## src/rtl/core/assc_pkg.sv

```systemverilog
package assc_pkg;

  // sequencer states
  typedef enum logic [7:0] {
    StIdle   = 8'b0000_0001,
    StChk    = 8'b0000_0010,
    StLoad   = 8'b0000_0100,
    StMulLo  = 8'b0000_1000,
    StMulHi  = 8'b0001_0000,
    StMulAcc = 8'b0010_0000,
    StPost   = 8'b0100_0000,
    StDone   = 8'b1000_0000
  } st_e;

  // products computed by the shared multiplier, in issue order
  typedef enum logic [6:0] {
    OpDecay = 7'b000_0001,
    OpAvg   = 7'b000_0010,
    OpCorr  = 7'b000_0100,
    OpLoX   = 7'b000_1000,
    OpLoQ   = 7'b001_0000,
    OpHiX   = 7'b010_0000,
    OpHiQ   = 7'b100_0000
  } op_e;

  // configuration register indexes
  localparam int unsigned CfgIdxW  = 3;
  localparam int unsigned CfgDataW = 31;
  localparam logic [CfgIdxW-1:0] CfgSyncToAudio = 3'd0;
  localparam logic [CfgIdxW-1:0] CfgAvgCoef     = 3'd1;
  localparam logic [CfgIdxW-1:0] CfgDiffThr     = 3'd2;
  localparam logic [CfgIdxW-1:0] CfgNosyncLimit = 3'd3;
  localparam logic [CfgIdxW-1:0] CfgSourceRate  = 3'd4;

  // datapath widths
  localparam int unsigned SumW = 48;
  localparam int unsigned MulW = 24;
  localparam int unsigned AccW = 64;

  // 1.0 in Q0.16
  localparam logic [16:0] CoefOne = 17'h1_0000;

  // floor(x / 100) = (x * RecipMul) >> RecipShift, exact for x below 14.1e6
  localparam logic [MulW-1:0] RecipMul   = 24'd10737419;
  localparam int unsigned     RecipShift = 30;

  // saturation bounds of the difference sum
  localparam logic [SumW-1:0] SumMax = 48'h7FFF_FFFF_FFFF;
  localparam logic [SumW-1:0] SumMin = 48'h8000_0000_0000;

endpackage

```

## src/rtl/core/audio_sync_sample_compensation_core.sv

```systemverilog
// Audio clock drift compensation, one decoded frame per transfer.
// Input channel (in_valid_i/in_ready_o) carries the frame's sample count, the
// audio-minus-master clock difference (signed Q8.24 s) and its valid flag.
// Output channel (out_valid_o/out_ready_i) returns one result per frame: the
// sample count the resampler should produce and a flag set when corrected.
// Registers are written through cfg_we_i/cfg_idx_i/cfg_wdata_i; the user must
// write them only while idle, which the block itself does not enforce. All
// products go through one 24x24 multiplier, each product taken as two 24-bit
// halves; a product passes load, two halves, add and use in that order.
// A frame uses no product for audio master or a rejected difference, one
// during warm-up, two below the threshold and all seven for a correction.
// The next frame is taken after the result moves to the output register.
// A result waiting on a stalled receiver keeps the block from finishing the
// next frame, but that frame is still taken and worked on up to the end.
// Reset restores the register defaults, clears the difference sum and the
// warm-up count and empties the output register.
module audio_sync_sample_compensation_core #(
  parameter int unsigned AVG_FRAMES         = 20,
  parameter int unsigned CORRECTION_PERCENT = 10
) (
  input  logic                           clk_i,
  input  logic                           rst_ni,
  input  logic                           cfg_we_i,
  input  logic [assc_pkg::CfgIdxW-1:0]   cfg_idx_i,
  input  logic [assc_pkg::CfgDataW-1:0]  cfg_wdata_i,
  input  logic                           in_valid_i,
  output logic                           in_ready_o,
  input  logic [15:0]                    frame_samples_i,
  input  logic signed [31:0]             clock_diff_i,
  input  logic                           diff_valid_i,
  output logic                           out_valid_o,
  input  logic                           out_ready_i,
  output logic [16:0]                    wanted_samples_o,
  output logic                           corrected_o
);

  localparam int unsigned WarmW = $clog2(AVG_FRAMES + 1);
  localparam logic [WarmW-1:0] WarmLast = WarmW'(AVG_FRAMES);
  localparam logic [assc_pkg::MulW-1:0] LoPct = 24'(100 - CORRECTION_PERCENT);
  localparam logic [assc_pkg::MulW-1:0] HiPct = 24'(100 + CORRECTION_PERCENT);

  // configuration registers
  logic        sync_q;
  logic [15:0] coef_q;
  logic [30:0] thr_q;
  logic [30:0] nosync_q;
  logic [18:0] rate_q;

  // control state
  assc_pkg::st_e state_q, state_d;
  assc_pkg::op_e op_q, op_d;
  logic [assc_pkg::SumW-1:0] sum_q, sum_d;
  logic [WarmW-1:0] warm_q, warm_d;
  logic out_valid_q, out_valid_d;

  // payload
  logic [15:0] n_q, n_d;
  logic [31:0] diff_q, diff_d;
  logic        dvalid_q, dvalid_d;
  logic [31:0] dmag_q, dmag_d;
  logic [assc_pkg::SumW-1:0] opa_q, opa_d;
  logic [assc_pkg::MulW-1:0] opb_q, opb_d;
  logic [2*assc_pkg::MulW-1:0] mul_q, mul_d;
  logic [assc_pkg::AccW-1:0] acc_q, acc_d;
  logic [27:0] w_q, w_d;
  logic [assc_pkg::MulW-1:0] x_q, x_d;
  logic [16:0] lo_q, lo_d;
  logic [16:0] res_wanted_q, res_wanted_d;
  logic        res_corr_q, res_corr_d;
  logic [16:0] out_wanted_q, out_wanted_d;
  logic        out_corr_q, out_corr_d;

  // datapath helpers
  logic [assc_pkg::MulW-1:0]   mul_a;
  logic [2*assc_pkg::MulW-1:0] mul_p;
  logic [assc_pkg::SumW-1:0]   sum_mag;
  logic [31:0]                 dmag_c;
  logic [assc_pkg::SumW-1:0]   acc_hi;
  logic [assc_pkg::SumW:0]     pm_s;
  logic [assc_pkg::SumW:0]     sum_raw;
  logic [assc_pkg::SumW-1:0]   sum_sat;
  logic                        thr_hit;
  logic [25:0]                 cm;
  logic [27:0]                 w_c;
  logic [16:0]                 quot;
  logic [16:0]                 clip;

  assign in_ready_o       = (state_q == assc_pkg::StIdle);
  assign out_valid_o      = out_valid_q;
  assign wanted_samples_o = out_wanted_q;
  assign corrected_o      = out_corr_q;

  // configuration write port
  always_ff @(posedge clk_i or negedge rst_ni) begin
    if (!rst_ni) begin
      sync_q   <= 1'b1;
      coef_q   <= 16'd52057;
      thr_q    <= 31'd779126;
      nosync_q <= 31'd167772160;
      rate_q   <= 19'd44100;
    end else if (cfg_we_i) begin
      unique case (cfg_idx_i)
        assc_pkg::CfgSyncToAudio: sync_q   <= cfg_wdata_i[0];
        assc_pkg::CfgAvgCoef:     coef_q   <= cfg_wdata_i[15:0];
        assc_pkg::CfgDiffThr:     thr_q    <= cfg_wdata_i[30:0];
        assc_pkg::CfgNosyncLimit: nosync_q <= cfg_wdata_i[30:0];
        assc_pkg::CfgSourceRate:  rate_q   <= cfg_wdata_i[18:0];
        default: ;
      endcase
    end
  end

  // shared multiplier, low or high half of operand a
  assign mul_a = (state_q == assc_pkg::StMulHi) ? opa_q[47:24] : opa_q[23:0];
  assign mul_p = mul_a * opb_q;

  // magnitudes
  assign sum_mag = sum_q[47] ? (~sum_q + 48'd1) : sum_q;
  assign dmag_c  = diff_q[31] ? (~diff_q + 32'd1) : diff_q;

  // decayed sum plus new difference, saturated to 48 bits
  assign acc_hi  = acc_q[63:16];
  assign pm_s    = sum_q[47] ? (~{1'b0, acc_hi} + 49'd1) : {1'b0, acc_hi};
  assign sum_raw = pm_s + {{17{diff_q[31]}}, diff_q};
  always_comb begin
    if (sum_raw[48] != sum_raw[47]) begin
      sum_sat = sum_raw[48] ? assc_pkg::SumMin : assc_pkg::SumMax;
    end else begin
      sum_sat = sum_raw[47:0];
    end
  end

  // averaged magnitude against threshold
  assign thr_hit = (acc_hi >= {17'd0, thr_q});

  // count plus or minus the correction in samples
  assign cm  = acc_q[49:24];
  assign w_c = diff_q[31] ? ({12'd0, n_q} - {2'd0, cm}) : ({12'd0, n_q} + {2'd0, cm});

  // division by 100 through the reciprocal product
  assign quot = acc_q[assc_pkg::RecipShift +: 17];

  // clip to the lower then the upper bound
  always_comb begin
    if ($signed(w_q) < $signed({11'd0, lo_q})) begin
      clip = lo_q;
    end else if ($signed(w_q) > $signed({11'd0, quot})) begin
      clip = quot;
    end else begin
      clip = w_q[16:0];
    end
  end

  // sequencer
  always_comb begin
    state_d      = state_q;
    op_d         = op_q;
    sum_d        = sum_q;
    warm_d       = warm_q;
    out_valid_d  = out_valid_q;
    n_d          = n_q;
    diff_d       = diff_q;
    dvalid_d     = dvalid_q;
    dmag_d       = dmag_q;
    opa_d        = opa_q;
    opb_d        = opb_q;
    mul_d        = mul_q;
    acc_d        = acc_q;
    w_d          = w_q;
    x_d          = x_q;
    lo_d         = lo_q;
    res_wanted_d = res_wanted_q;
    res_corr_d   = res_corr_q;
    out_wanted_d = out_wanted_q;
    out_corr_d   = out_corr_q;

    // receiver takes the result
    if (out_valid_q && out_ready_i) begin
      out_valid_d = 1'b0;
    end

    unique case (state_q)
      assc_pkg::StIdle: begin
        if (in_valid_i) begin
          n_d      = frame_samples_i;
          diff_d   = clock_diff_i;
          dvalid_d = diff_valid_i;
          state_d  = assc_pkg::StChk;
        end
      end
      assc_pkg::StChk: begin
        dmag_d       = dmag_c;
        res_wanted_d = {1'b0, n_q};
        res_corr_d   = 1'b0;
        if (sync_q) begin
          state_d = assc_pkg::StDone;
        end else if (!dvalid_q || (dmag_c >= {1'b0, nosync_q})) begin
          sum_d   = '0;
          warm_d  = '0;
          state_d = assc_pkg::StDone;
        end else begin
          op_d    = assc_pkg::OpDecay;
          state_d = assc_pkg::StLoad;
        end
      end
      assc_pkg::StLoad: begin
        case (op_q)
          assc_pkg::OpDecay: begin
            opa_d = sum_mag;
            opb_d = {8'd0, coef_q};
          end
          assc_pkg::OpAvg: begin
            opa_d = sum_mag;
            opb_d = {7'd0, assc_pkg::CoefOne - {1'b0, coef_q}};
          end
          assc_pkg::OpCorr: begin
            opa_d = {16'd0, dmag_q};
            opb_d = {5'd0, rate_q};
          end
          assc_pkg::OpLoX: begin
            opa_d = {32'd0, n_q};
            opb_d = LoPct;
          end
          assc_pkg::OpHiX: begin
            opa_d = {32'd0, n_q};
            opb_d = HiPct;
          end
          default: begin
            opa_d = {24'd0, x_q};
            opb_d = assc_pkg::RecipMul;
          end
        endcase
        state_d = assc_pkg::StMulLo;
      end
      assc_pkg::StMulLo: begin
        mul_d   = mul_p;
        state_d = assc_pkg::StMulHi;
      end
      assc_pkg::StMulHi: begin
        mul_d   = mul_p;
        acc_d   = {16'd0, mul_q};
        state_d = assc_pkg::StMulAcc;
      end
      assc_pkg::StMulAcc: begin
        acc_d   = acc_q + {mul_q[39:0], 24'd0};
        state_d = assc_pkg::StPost;
      end
      assc_pkg::StPost: begin
        state_d = assc_pkg::StLoad;
        case (op_q)
          assc_pkg::OpDecay: begin
            sum_d = sum_sat;
            if (warm_q < WarmLast) begin
              warm_d  = warm_q + WarmW'(1);
              state_d = assc_pkg::StDone;
            end else begin
              op_d = assc_pkg::OpAvg;
            end
          end
          assc_pkg::OpAvg: begin
            if (thr_hit) begin
              op_d = assc_pkg::OpCorr;
            end else begin
              state_d = assc_pkg::StDone;
            end
          end
          assc_pkg::OpCorr: begin
            w_d  = w_c;
            op_d = assc_pkg::OpLoX;
          end
          assc_pkg::OpLoX: begin
            x_d  = acc_q[23:0];
            op_d = assc_pkg::OpLoQ;
          end
          assc_pkg::OpLoQ: begin
            lo_d = quot;
            op_d = assc_pkg::OpHiX;
          end
          assc_pkg::OpHiX: begin
            x_d  = acc_q[23:0];
            op_d = assc_pkg::OpHiQ;
          end
          default: begin
            res_wanted_d = clip;
            res_corr_d   = 1'b1;
            state_d      = assc_pkg::StDone;
          end
        endcase
      end
      assc_pkg::StDone: begin
        // move the result once the output register is free
        if (!out_valid_q || out_ready_i) begin
          out_valid_d  = 1'b1;
          out_wanted_d = res_wanted_q;
          out_corr_d   = res_corr_q;
          state_d      = assc_pkg::StIdle;
        end
      end
      default: state_d = assc_pkg::StIdle;
    endcase
  end

  // control registers
  always_ff @(posedge clk_i or negedge rst_ni) begin
    if (!rst_ni) begin
      state_q     <= assc_pkg::StIdle;
      op_q        <= assc_pkg::OpDecay;
      sum_q       <= '0;
      warm_q      <= '0;
      out_valid_q <= 1'b0;
    end else begin
      state_q     <= state_d;
      op_q        <= op_d;
      sum_q       <= sum_d;
      warm_q      <= warm_d;
      out_valid_q <= out_valid_d;
    end
  end

  // payload registers
  always_ff @(posedge clk_i) begin
    n_q          <= n_d;
    diff_q       <= diff_d;
    dvalid_q     <= dvalid_d;
    dmag_q       <= dmag_d;
    opa_q        <= opa_d;
    opb_q        <= opb_d;
    mul_q        <= mul_d;
    acc_q        <= acc_d;
    w_q          <= w_d;
    x_q          <= x_d;
    lo_q         <= lo_d;
    res_wanted_q <= res_wanted_d;
    res_corr_q   <= res_corr_d;
    out_wanted_q <= out_wanted_d;
    out_corr_q   <= out_corr_d;
  end

endmodule

```

## config.mk

```make
export PLATFORM = sky130hd
export DESIGN_NAME = audio_sync_sample_compensation_core
export DESIGN_NICKNAME = d
export VERILOG_FILES = /design/src/rtl/core/assc_pkg.sv /design/src/rtl/core/audio_sync_sample_compensation_core.sv
export SDC_FILE = /design/constraint.sdc
export NUM_CORES = 2
export LEC_CHECK = 0
export BUFFER_PORTS_ARGS = -buffer_cell sky130_fd_sc_hd__buf_2
export CAP_MARGIN = 15
export CORE_ASPECT_RATIO = 1.5
export CORE_MARGIN = 1
export CORE_UTILIZATION = 46
export DETAILED_ROUTE_END_ITERATION = 6
export GPL_TIMING_DRIVEN = 0
export PLACE_DENSITY = 0.67
export SLEW_MARGIN = 10
export SYNTH_ARGS = -nofsm -noshare
export SYNTH_HDL_FRONTEND = slang
export SYNTH_SLANG_ARGS = --single-unit
```

## constraint.sdc

```tcl
create_clock -name clk_i -period 9.57 [get_ports clk_i]
set_clock_uncertainty 0.15 [all_clocks]
set_input_delay 0 -clock clk_i [delete_from_list [all_inputs] [get_ports clk_i]]
set_output_delay 0 -clock clk_i [all_outputs]
set_load 0.02 [all_outputs]
```

# Word level (Yosys, flattened, before mapping)
# Cells that the tools add are included.
# totals
reg_bits,537
in_bits,88
output_inout_bits,20
wordCells,143
# classes
addsub,9
n_mul,1
magnitude_cmp,5
eq_ne,30
muxes,42
bitwise_logic,3
reduce_logical,28
# op_table
operator,n
2-to-1 mux 48 bit,6
case mux 48 bit (3 select lines),1
case mux 64 bit (2 select lines),1
case mux 24 bit (5 select lines),1
case mux 48 bit (2 select lines),1
adder 64 bit,1
case mux 8 bit (8 select lines),1
2-to-1 mux 17 bit,3
"adder 49 x 1 -> 49 bit, second input constant",1
adder 49 bit,1
2-to-1 mux 49 bit,1
NOT 48 -> 49 bit,1
"adder 48 x 1 -> 48 bit, second input constant",1
greater-or-equal comparator 48 x 31 -> 1 bit,1
multiplier 24 x 24 -> 48 bit,1
2-to-1 mux 8 bit,6
NOT 48 bit,1
case mux 7 bit (6 select lines),1
case mux 17 bit (2 select lines),1
"adder 32 x 1 -> 32 bit, second input constant",1
greater-or-equal comparator 32 x 31 -> 1 bit,1
2-to-1 mux 32 bit,1
NOT 32 bit,1
greater-than comparator 28 x 18 -> 1 bit,1
other kinds (49),82

# Depth between registers and ports, before layout
# logic_depth
depth_word,8
ltp_mapped,35
depth_no_buf,32

# Worst setup path after synthesis
# OpenSTA, ideal clock, no wires.
# synth_path
kind,flip-flop to flip-flop
start,reg state_q[3]
end,reg mul_q[47] (netlist name) (data pin)
setup_ps,261
t_arrival_ps,8631
required_ps,9159
path_slack_ps,528
path_stages_with_launch,34
n_path_buf,2
synth_period_minus_slack_ps,9042
cell_sequence,dfrtp_1 nor2_1 nand2_1 nor3_1 nand3b_1 clkinv_1 clkbuf_1 nand2_1 nand2_1 clkbuf_1 nand2_1 fa_1 inv_1 fa_1 inv_1 fa_1 fa_1 inv_1 fa_1 fa_1 inv_1 fa_1 inv_1 ha_1 a21o_1 a31o_2 a221oi_1 a21oi_1 o211ai_1 o21ai_0 a41o_1 a31oi_1 nor2_1 o311a_1
# synth_between
elab_chain_cells,3
# synth_rtl
element,line_no,text
"start, declared",audio_sync_sample_compensation_core.sv:50,"assc_pkg::st_e state_q, state_d;"
"start signal, assigned",audio_sync_sample_compensation_core.sv:306,state_q <= assc_pkg::StIdle;
"start signal, assigned",audio_sync_sample_compensation_core.sv:312,state_q <= state_d;
equality test 8 x 5 -> 1 bit,audio_sync_sample_compensation_core.sv:114,assign mul_a = (state_q == assc_pkg::StMulHi) ? opa_q[47:24] : opa_q[23:0];
2-to-1 mux 24 bit,audio_sync_sample_compensation_core.sv:114,
multiplier 24 x 24 -> 48 bit,audio_sync_sample_compensation_core.sv:115,assign mul_p = mul_a * opb_q;
via mul_p (one bit),audio_sync_sample_compensation_core.sv:75,logic [2*assc_pkg::MulW-1:0] mul_p;
"end signal, assigned",audio_sync_sample_compensation_core.sv:328,mul_q <= mul_d;
"end, declared",audio_sync_sample_compensation_core.sv:63,"logic [2*assc_pkg::MulW-1:0] mul_q, mul_d;"
# The timed path passes the listed nets, and every way through them passes these cells.
# A chain may end at the register's enable or synchronous reset.

# Worst setup path after layout
# Ends and elaborated chain as after synthesis.

==> impl_metrics.json <==
{
  "slew_headroom": 0.120,
  "clk_pin_slew_ns": 0.07,
  "p_sw_mw": 4.22,
  "syn_area_um2": 49100,
  "power_frac_comb": 0.490,
  "drv_cap": 0,
  "clock_sink_count": 533,
  "switching_share": 0.421,
  "drtIter0Drc": 2755,
  "drive_above_1_share": 0.0821,
  "syn_to_final_growth_pct": 12.4,
  "yosys-top-cells-count": "inv_1 (691), nand2_1 (463), ha_1 (437)",
  "crit_path_end_kind": "flip-flop",
  "synth_nets": 5956,
  "post_drt_wl_per_cell_um": 24.8,
  "vdd_drop_max_mv": 0.190,
  "place.gp.congestion": 1.00,
  "netlist_top_cells_area": "edfxtp_1 (22%), fa_1 (17%), ha_1 (11%), dfrtp_1 (6.8%), inv_1 (5.3%)",
  "antenna_found_initial": 3,
  "ys_ff_latch": 533,
  "max_stage_delay_ns": 0.60,
  "worstPathMaxFanout": 10,
  "status": "finished clean",
  "grt_pass1_wl_um": 250000,
  "critical_path_arrival_ns": 9.53,
  "yosysMostFrequentCell": "inv_1",
  "postSynth.asyncResetShare": 0.313,
  "grt_pass1_vias": 41200,
  "die_h_um": 402,
  "hold_class": "primary input to flip-flop",
  "vias_per_cell": 5.76,
  "crit_type": "flip-flop to flip-flop",
  "finalHoldViolations": 0,
  "synth_top_area_cell": "edfxtp_1",
  "rsz0062_at_grt": "true",
  "critPathRequiredTime_ns": 9.76,
  "routed_wl_um": 168000,
  "clk_latency_ns": 0.63,
  "ant_nets": 0,
  "synth.distinct_cells": 88,
  "slowest_stage": "fa_1",
  "final_max_slew_viol_count": 0,
  "final_util": 0.522,
  "netlist.area_leader.share": 0.224,
  "synth.avg_cell_area_um2": 9.79,
  "h-tree-depth": 2,
  "start_kind": "flip-flop",
  "globalRoute.totalOverflow": 0,
  "start_util": 0.464,
  "synth_cells": 5016,
  "clk_root_buffer_cell": "clkbuf_16",
  "core_region_area_um2": 106000,
  "fmax_ghz": 0.107,
  "synth_edf_count": 366,
  "grt_max_degree": 103,
  "drcViolationCount": 0,
  "clock_path_buffers": 3,
  "cts_tree": "yes",
  "io_pins": 108,
  "fp.dieW_um": 269,
  "crit_path_frequent_cell": "fa_1",
  "internal_power_mw": 5.80,
  "setup_viol": 0,
  "tightest_slew_ns": 1.30,
  "nNetsFinal": 6283,
  "yosys_warnings": 0,
  "holdWs_ns": 0.0236,
  "pwr-share-seq": 0.312,
  "p_leak_nw": 24.9,
  "p_clk_frac": 0.198,
  "drtPass1Iterations": 6,
  "num_vias": 39100,
  "std_cell_rows": 146,
  "port_buffers": 107,
  "dieArea_um2": 108000,
  "p_per_area_nw_per_um2": 182,
  "synthFlopType": "edfxtp_1",
  "hpwl_um": 135000,
  "cts_made_buffers": 47,
  "grt.total_usage": 0.316,
  "min_period_ns": 9.35,
  "final.period_utilization": 0.977,
  "ys_seq_area_frac": 0.310
}
routing by layer:
metal,GRT usage,share of wire,vias up
met2,0.555,0.50,1615
met3,0.0422,0.054,653
met1,0.318,0.33,19300
li1,-,-,17600
met5,0,0.00010,-
met4,0.300,0.12,2
path summary, 6_finish.rpt:
path	start	end	slack, ns	cells after the start
hold reg to reg	acc_q[7]	x_q[7]	0.27	0
setup reg to reg	state_q[3]	mul_q[47]	0.22	33
max in group asynchronous	rst_ni	sum_q[35]	8.21	4
min in group asynchronous	rst_ni	thr_q[9]	0.44	3
setup / recovery	state_q[3]	mul_q[47]	0.22	33
hold / removal	cfg_wdata_i[28]	thr_q[28]	0.02	4
critical path: cells and delay by family (launching register included):
| family | cells | cell delay, ns |
|---|---|---|
| fa+ha+maj | 8 | 4.06 |
| buf+inv | 8 | 1.03 |
| compound gates | 7 | 1.27 |
| flops | 1 | 0.45 |
| simple gates | 10 | 2.06 |
power groups by stage:
stage          clock, mW  combinational [mW]  sequential (mW)
2_1_floorplan          0                3.21             3.06
3_3_place_gp           0                4.65             3.17
3_5_place_dp           0                4.68             3.16
4_1_cts             1.98                4.85             3.12
5_1_grt             2.06                5.41             3.14
6_report            1.98                4.91             3.13
timing repair:
item	4_1_cts	5_1_grt
hold endpoints to repair	328	0
gates cloned	0	1
setup endpoints to repair	22	11
resized for setup	101	38
pin swaps	4	4
hold buffers	146	0
setup buffers	5	8
cells by family (layout without fill, tap and decap cells):
kind of cell,after synthesis,count (layout),synth area share
AO/OA/AOI/OAI,925,925,0.120
XOR/XNOR,265,265,0.0474
adder cells (fa/ha/maj),855,855,0.281
buffers and inverters,906,1271,0.0694
flip-flops,533,533,0.310
multiplexers,109,109,0.0243
other,0,4,0
AND/OR/NAND/NOR,1423,1423,0.148
layout make-up:
cell class                      count  area [um2]
Fill cell                        9477       50600
Multi-Input combinational cell   3577       30700
Sequential cell                   533       15200
Inverter                          694        2610
Timing Repair Buffer              279        2340
Tap cell                         1406        1760
Clock buffer                       54        1250
Buffer                            211        1010
Clock inverter                     33         314
Antenna cell                        4        10.0
flip-flops by register name (all words and copies together), names as in the netlist, 28 cells and up:
name      flops
w_q          28
acc_q        64
thr_q        31
nosync_q     31
diff_q       32
sum_q        48
dmag_q       32
opa_q        48
mul_q        48
stage by stage:
stage / total power, mW / area [um2] / std cells / TNS [ns] / setup slack [ns]
2_1_floorplan: 6.27 / 49100 / 5016 / 0 / 0.528
3_3_place_gp: 7.82 / 51400 / 6529 / -34.06 / -2.29
3_5_place_dp: 7.84 / 51700 / 6541 / -16.84 / -1.58
4_1_cts: 9.95 / 55000 / 6779 / 0 / 0.0160
5_1_grt: 10.6 / 55200 / 6787 / -0.122 / -0.0806
6_report: 10.0 / 55200 / 6791 / 0 / 0.221
cells in the final DEF, fill, tap and decap left out, types with 26 or more instances in the layout:
| cell type | synthesis | final |
|---|---|---|
| a211oi_1 | 26 | 26 |
| a21o_1 | 114 | 114 |
| a21oi_1 | 196 | 194 |
| and2_1 | 264 | 263 |
| buf_2 | 5 | 117 |
| clkbuf_1 | 199 | 156 |
| clkbuf_16 | 0 | 50 |
| dfrtp_1 | 134 | 133 |
| dfstp_2 | 33 | 33 |
| dlygate4sd3_1 | 0 | 145 |
| edfxtp_1 | 366 | 366 |
| fa_1 | 415 | 414 |
| ha_1 | 437 | 434 |
| inv_1 | 691 | 690 |
| mux2_2 | 82 | 82 |
| nand2_1 | 463 | 461 |
| nand2b_1 | 63 | 63 |
| nand3_1 | 46 | 46 |
| nand4_1 | 33 | 33 |
| nor2_1 | 201 | 199 |
| nor2b_1 | 139 | 137 |
| nor3_1 | 58 | 57 |
| o21a_1 | 28 | 28 |
| o21ai_0 | 265 | 263 |
| o21ai_1 | 34 | 35 |
| o21bai_1 | 26 | 26 |
| o31ai_1 | 56 | 54 |
| or3_1 | 35 | 35 |
| xnor2_1 | 173 | 171 |
| xor2_1 | 91 | 89 |
(Power assumes the default switching activity.)
